### src/rtl/ierc_pkg.sv
// Shared types and constants of the ICMP echo reply checker.
// No dependencies.
package ierc_pkg;

	localparam int BYTE_IDX_W = 13;

	localparam logic [1:0] VERDICT_ACCEPT    = 2'd0;
	localparam logic [1:0] VERDICT_IGNORE    = 2'd1;
	localparam logic [1:0] VERDICT_INVALID   = 2'd2;
	localparam logic [1:0] VERDICT_DUPLICATE = 2'd3;

	localparam logic CFG_PEER_ADDR  = 1'b0;
	localparam logic CFG_ECHO_IDENT = 1'b1;

	localparam logic [15:0] FRAG_MASK   = 16'h3fff;
	localparam logic [15:0] SUM_OK      = 16'hffff;
	localparam logic [15:0] SAT_MAX     = 16'd65535;
	localparam logic [5:0]  MIN_HDR     = 6'd20;
	localparam logic [12:0] MIN_PACKET  = 13'd28;
	localparam logic [3:0]  IPV4_VER    = 4'd4;

	typedef struct packed {
		logic [BYTE_IDX_W-1:0] idx;
		logic [5:0]            hdr;
		logic [15:0]           plen;
		logic [15:0]           sum;
		logic [7:0]            hold;
		logic [15:0]           seq;
		logic [63:0]           etime;
		logic [1:0]            flags;
	} pkt_t;

	typedef struct packed {
		logic        time_we;
		logic        seen_we;
		logic        seen_val;
		logic [15:0] addr;
		logic [63:0] time_val;
	} st_wr_t;

endpackage

### src/rtl/ierc_parse.sv
// Streaming IPv4/ICMP byte parser: header fields, checksum, timestamp, pattern.
// Depends on ierc_pkg.
module ierc_parse #(
	parameter int PAYLOAD_BYTES = 512,
	parameter int RECEIVE_LIMIT = 2048
) (
	input  logic              clk,
	input  logic              arst_n,
	input  logic              fire,
	input  logic              last,
	input  logic [7:0]        data_byte,
	input  logic [15:0]       echo_ident,
	output ierc_pkg::pkt_t    cur,
	output ierc_pkg::pkt_t    nxt
);
	localparam int ECHO_LEN = 8 + PAYLOAD_BYTES;
	localparam int IW = ierc_pkg::BYTE_IDX_W;

	ierc_pkg::pkt_t pkt_q;
	logic           take;
	logic [15:0]    word;
	logic [IW-1:0]  k;
	logic           inwin;
	logic [15:0]    add;
	logic [16:0]    s17;
	logic [7:0]     want;

	assign cur  = pkt_q;
	assign take = fire && (pkt_q.idx < IW'(RECEIVE_LIMIT));
	assign word = {pkt_q.hold, data_byte};

	always_comb begin
		nxt   = pkt_q;
		k     = '0;
		inwin = 1'b0;
		add   = '0;
		s17   = '0;
		want  = '0;
		if (take) begin
			if (pkt_q.idx == '0) begin
				if (data_byte[7:4] != ierc_pkg::IPV4_VER) nxt.flags[0] = 1'b1;
				nxt.hdr = {data_byte[3:0], 2'b00};
			end
			if (pkt_q.idx == IW'(3)) nxt.plen = word;
			if (pkt_q.idx == IW'(7) && (word & ierc_pkg::FRAG_MASK) != '0) nxt.flags[0] = 1'b1;
			k     = pkt_q.idx - IW'(nxt.hdr);
			inwin = (nxt.hdr >= ierc_pkg::MIN_HDR) && (pkt_q.idx >= IW'(nxt.hdr))
				&& (k < IW'(ECHO_LEN));
			if (inwin) begin
				if (k[0]) add = word;
				else if (k == IW'(ECHO_LEN - 1)) add = {data_byte, 8'h00};
				s17 = {1'b0, pkt_q.sum} + {1'b0, add};
				nxt.sum = s17[16] ? (s17[15:0] + 16'd1) : s17[15:0];
				if ((k == IW'(0) || k == IW'(1)) && data_byte != '0) nxt.flags[0] = 1'b1;
				if (k == IW'(5) && word != echo_ident) nxt.flags[0] = 1'b1;
				if (k == IW'(7)) nxt.seq = word;
				for (int e = 0; e < 8; e++) begin
					if (k == IW'(8 + e)) nxt.etime[8*e +: 8] = pkt_q.etime[8*e +: 8] | data_byte;
				end
				want = (k[7:0] - 8'd8) ^ pkt_q.seq[7:0] ^ echo_ident[15:8];
				if (k >= IW'(16) && data_byte != want) nxt.flags[1] = 1'b1;
			end
			nxt.hold = data_byte;
			nxt.idx  = pkt_q.idx + IW'(1);
		end
	end

	always_ff @(posedge clk or negedge arst_n) begin
		if (!arst_n) begin
			pkt_q <= '0;
		end else if (fire && last) begin
			pkt_q <= '0;
		end else if (take) begin
			pkt_q <= nxt;
		end
	end
endmodule

### config.mk
export PLATFORM = sky130hd
export DESIGN_NAME = ierc_parse
export DESIGN_NICKNAME = d
export VERILOG_FILES = /design/src/rtl/ierc_pkg.sv /design/src/rtl/ierc_parse.sv
export SDC_FILE = /design/constraint.sdc
export NUM_CORES = 1
export LEC_CHECK = 0
export BUFFER_PORTS_ARGS = -buffer_cell sky130_fd_sc_hd__clkbuf_2
export CAP_MARGIN = 40
export CELL_PAD_IN_SITES_DETAIL_PLACEMENT = 1
export CELL_PAD_IN_SITES_GLOBAL_PLACEMENT = 1
export CORE_MARGIN = 3
export CORE_UTILIZATION = 39
export DETAILED_ROUTE_END_ITERATION = 6
export GPL_TIMING_DRIVEN = 0
export MAX_ROUTING_LAYER = met4
export PLACE_DENSITY = 0.84
export SYNTH_ARGS = -nofsm -noshare
export SYNTH_HDL_FRONTEND = slang
export SYNTH_SLANG_ARGS = --single-unit
### constraint.sdc
create_clock -name clk -period 7.17 [get_ports clk]
set_input_delay 0.717 -clock clk [delete_from_list [all_inputs] [get_ports clk]]
set_output_delay 0.717 -clock clk [all_outputs]
set_load 0.03 [all_outputs]
Yosys cells after proc, flatten, opt, wreduce, memory -nomap -nowiden
Index checks and enable logic that the tools add are counted.

cells by class
  equality and inequality tests = 17
  $add $sub $neg = 5
  magnitude comparators = 5
  shift operators = 0
  reduce and logical (&&, ||, !) cells = 14
  bitwise logic cells = 10
  multiply operators = 0
  muxes and demuxes = 28
  div/mod/pow operators = 0

operators with widths
  operator                                                             count
  two-way mux 141 bit                                                  3
  two-way mux 16 bit                                                   8
  == test 13 x 4 -> 1 bit (second input constant)                      8
  two-way mux 82 bit                                                   1
  two-way mux 8 bit                                                    8
  OR 8 bit                                                             8
  == test 13 x 3 -> 1 bit (second input constant)                      3
  zero test 13 bit                                                     2
  adder 16 x 16 -> 17 bit                                              1
  adder 16 x 1 -> 16 bit (second input constant)                       1
  != test 16 bit                                                       1
  nonzero test 16 bit                                                  1
  XOR 8 bit                                                            2
  adder 13 x 1 -> 13 bit (second input constant)                       1
  == test 13 x 1 -> 1 bit (second input constant)                      1
  == test 13 x 10 -> 1 bit (second input constant)                     1
  == test 13 x 2 -> 1 bit (second input constant)                      1
  greater-or-equal comparator 13 x 5 -> 1 bit (second input constant)  1
  greater-or-equal comparator 13 x 6 -> 1 bit                          1
  < comparator 13 x 10 -> 1 bit (second input constant)                1
  < comparator 13 x 12 -> 1 bit (second input constant)                1
  subtractor 13 x 6 -> 13 bit                                          1
  two-way mux 6 bit                                                    2
  logical AND 1 bit                                                    8
  other kinds (8)                                                      13

word-level totals
  output and inout bits = 282
  input bits = 28
  register bits after elaboration = 141
  ROM bits = 0
  bits in writable memories = 0
  bits in latches = 0
  memories = 0

Depth between registers and ports, before layout
  depth after elaboration = 16
  mapped depth = 21
  depth with buffers taken out = 18

Worst setup path before layout
OpenSTA, ideal clock, no wires.

  kind = register -> output
  start = reg pkt_q (netlist bit cur[135])
  end = out nxt[104] (netlist name)
  cell stages (with the launch flop) = 21
  arrival = 5513 ps
  path slack = 940 ps
  path buffers = 5
  cell sequence = dfrtp_1 buf_6 nor4_4 nand4_1 and2_1 ha_1 clkbuf_1 clkbuf_1 clkbuf_1 nor2b_1 ha_1 clkbuf_1 nand3_1 a2111o_1 o21ai_0 a31oi_1 nor4_1 nand4_1 nor4_1 xor2_1 mux2_2

RTL lines
  item                    line              text
  from (decl)             ierc_parse.sv:19  ierc_pkg::pkt_t pkt_q;
  from (signal assigned)  ierc_parse.sv:74  pkt_q <= nxt;
  to (decl)               ierc_parse.sv:14  output ierc_pkg::pkt_t nxt

==> impl_metrics.tcl <==
set metrics [dict create \
    status "finished clean" \
    hpwl_um 32400 \
    fp.dieW_um 165 \
    grt_pass1_wl_um 63400 \
    ys_seq_elements 141 \
    area_growth_pct 27.1 \
    r2r_start "cur[129]" \
    fin_crit_sh 0.962 \
    cts-buffers-inserted 17 \
    clock_latency_ps 430 \
    setup_violations 0 \
    finalInstanceArea_um2 12600 \
    clkSinkCount 141 \
    max-cap-violations 0 \
    timing.rr.end "cur[105]" \
    place_ws_ps -948 \
    arrival_ps 6180 \
    antenna_found_initial 1 \
    track_usage 0.312 \
    yosysWarnings 0 \
    synth_area_um2 9910 \
    fmax_mhz 145 \
    drc 0 \
    ys_async_sr_fraction 1.00 \
    slew_headroom 0.392 \
    vias 10300 \
    fin_ws_ps 271 \
    seq_area_frac_synth 0.356 \
    vias_per_cell 5.83 \
    core.rowCount 57 \
    synth_cell_type_count 68 \
    leakagePower_nw 6.56 \
    critPathKind "reg2out" \
    grt_pass1_vias 10800 \
    grt_max_degree 96 \
    rrSetupSlack_ps 1570 \
    clk_pin_slew_ps 70 \
    ant_nets 0 \
    synth_commonest_cells "dfrtp_1, nand2_1, clkbuf_1" \
    crit_buf_inv 4 \
    routedWlPerCell_um 23.8 \
    root_buffer "clkbuf_16" \
    final.fill_count 3003 \
    startpoint_type "flop" \
    ys_top_cells_by_area "dfrtp_1, xnor2_1, mux2_2, nand2_1, ha_1" \
    largest_reg_flops 141 \
    multi_input_area_um2 5930 \
    cts_htree_levels 4 \
    syn-num-nets 1159 \
    dieArea_um2 27400 \
    critPathMaxStageDelay_ps 470 \
    cts_hold_buffers 0 \
    slowest_stage "dfrtp_1" \
    place.gp.congestion 0.938 \
    setup_tns_ps 0 \
    fin_crit_ps 6900 \
    skew_ps 12.1 \
    r2r_cells 20 \
    hp-class "in2async" \
    ys.flop_type "dfrtp_1" \
    synth_edf_count 0 \
    start_util 0.402 \
    drt_iter0_markers 863 \
    dieHeight_um 165 \
    path_cells "inv_1 > ha_1 > nor2b_1 > nand4_1 > and2_1 > ha_4 > clkbuf_4 > clkbuf_2 > nor2_1 > ha_1 > fa_1 > a211o_1 > a211o_1 > o211a_1 > nor4_2 > o2111ai_1 > nor4_1 > nand2_1 > xnor2_1 > mux2_2 > clkbuf_2" \
    avgSynthCellArea_um2 8.99 \
    postLayoutCoreUtil 0.511 \
    drtPass1Iterations 5 \
    irDropWorstVdd_v 0.000146 \
    post-synth-top-count-cell "dfrtp_1" \
    worst_slew_pin_slew_ps 913 \
    cts_tree "yes" \
    cp-end-kind "output pin" \
    hold_violations 0 \
    yosysTopAreaCellShare 0.356 \
    cp_top_family "simple AND/OR/NAND/NOR gates" \
    worst-path-max-fanout 12 \
    p_per_area_nw_per_um2 227 \
    cts.path.max_buffers 2 \
    syn_inst 1102 \
    drive_gt1_frac 0.312 \
    finalMaxSlewViolations 0 \
    io_pins 310 \
    place.port_buffers 307 \
    regArea_um2 3530 \
    crit_required_ps 6450 \
    yosysTopAreaCell "dfrtp_1" \
    overflow 0 \
    nNetsFinal 1492 \
    core_area_um2 24700 \
    placed_cell_area_um2 11900 \
    drt_wl_total_um 42200 \
]
per-layer routing:
layer / global-route usage / up-vias / part of all wire / wire, µm
met1: 0.381 / 5109 / 0.42 / 17700
li1: - / 4644 / - / -
met3: 0.0631 / 93 / 0.067 / 2850
met5: - / - / 0 / 0
met2: 0.512 / 476 / 0.48 / 20100
met4: 0.113 / 0 / 0.039 / 1630
report_power, final:
group | internal, mW | switching, mW
sequential | 0.815 | 0.0476
combinational | 0.373 | 0.719
clock | 0.490 | 0.414
stage by stage:
step	hold WS, ps	instances	total power, mW
after detailed placement	509	1738	1.93
after floorplan	421	1102	1.61
after CTS	237	1768	2.84
final	228	1772	2.86
after global routing	240	1772	2.99
after global placement	498	1733	1.90
placed cells by master, fill, tap and decap left out, types with 27 or more instances in the layout:
master,netlist,routed
o21bai_1,32,32
a31oi_1,30,29
xnor2_1,62,62
nand2_1,108,108
clkbuf_2,0,307
dfrtp_1,141,141
o31ai_1,34,34
and2_1,37,37
a22o_1,36,36
inv_1,48,48
nor2_1,47,47
nand3_1,49,49
nand4_1,27,27
a21oi_1,41,41
o21ai_0,29,28
clkbuf_1,63,59
mux2_2,38,38
worst max-delay path by stage:
stage | from | to | slack (ps) | cells after the start
2_1_floorplan | cur[135] | nxt[104] | 940 | 20
3_3_place_gp | cur[135] | nxt[104] | -870 | 21
3_5_place_dp | cur[135] | nxt[104] | -950 | 21
4_1_cts | cur[129] | nxt[104] | 90 | 20
5_1_grt | cur[129] | nxt[105] | -70 | 21
6_report | cur[129] | nxt[105] | 270 | 21
kinds of logic (layout without fill, tap and decap cells):
kind of cell	after synthesis	count (layout)	share of synthesized area
buffers and inverters	125	470	0.0515
AND/OR/NAND/NOR	382	382	0.198
AO/OA/AOI/OAI	281	281	0.207
adder cells (fa/ha/maj)	29	29	0.0381
flip-flops	141	141	0.356
other	0	1	0
multiplexers	60	60	0.0720
XOR/XNOR	84	84	0.0769
what timing repair did:
| action | 4_1_cts | 5_1_grt |
|---|---|---|
| resized for setup | 9 | 6 |
| pin swaps | 1 | 1 |
| setup endpoints to repair | 18 | 6 |
| buffers inserted | 1 | 3 |
final cells by class:
class	instances	area share
multi-input combinational	836	0.471
buffer	74	0.0257
timing repair buffer	316	0.131
inverter	49	0.0146
antenna	1	0.000199
clock buffer	17	0.0338
clock inverter	14	0.0121
sequential	141	0.280
tap	324	0.0322
Power figures use the tool's default switching activity.
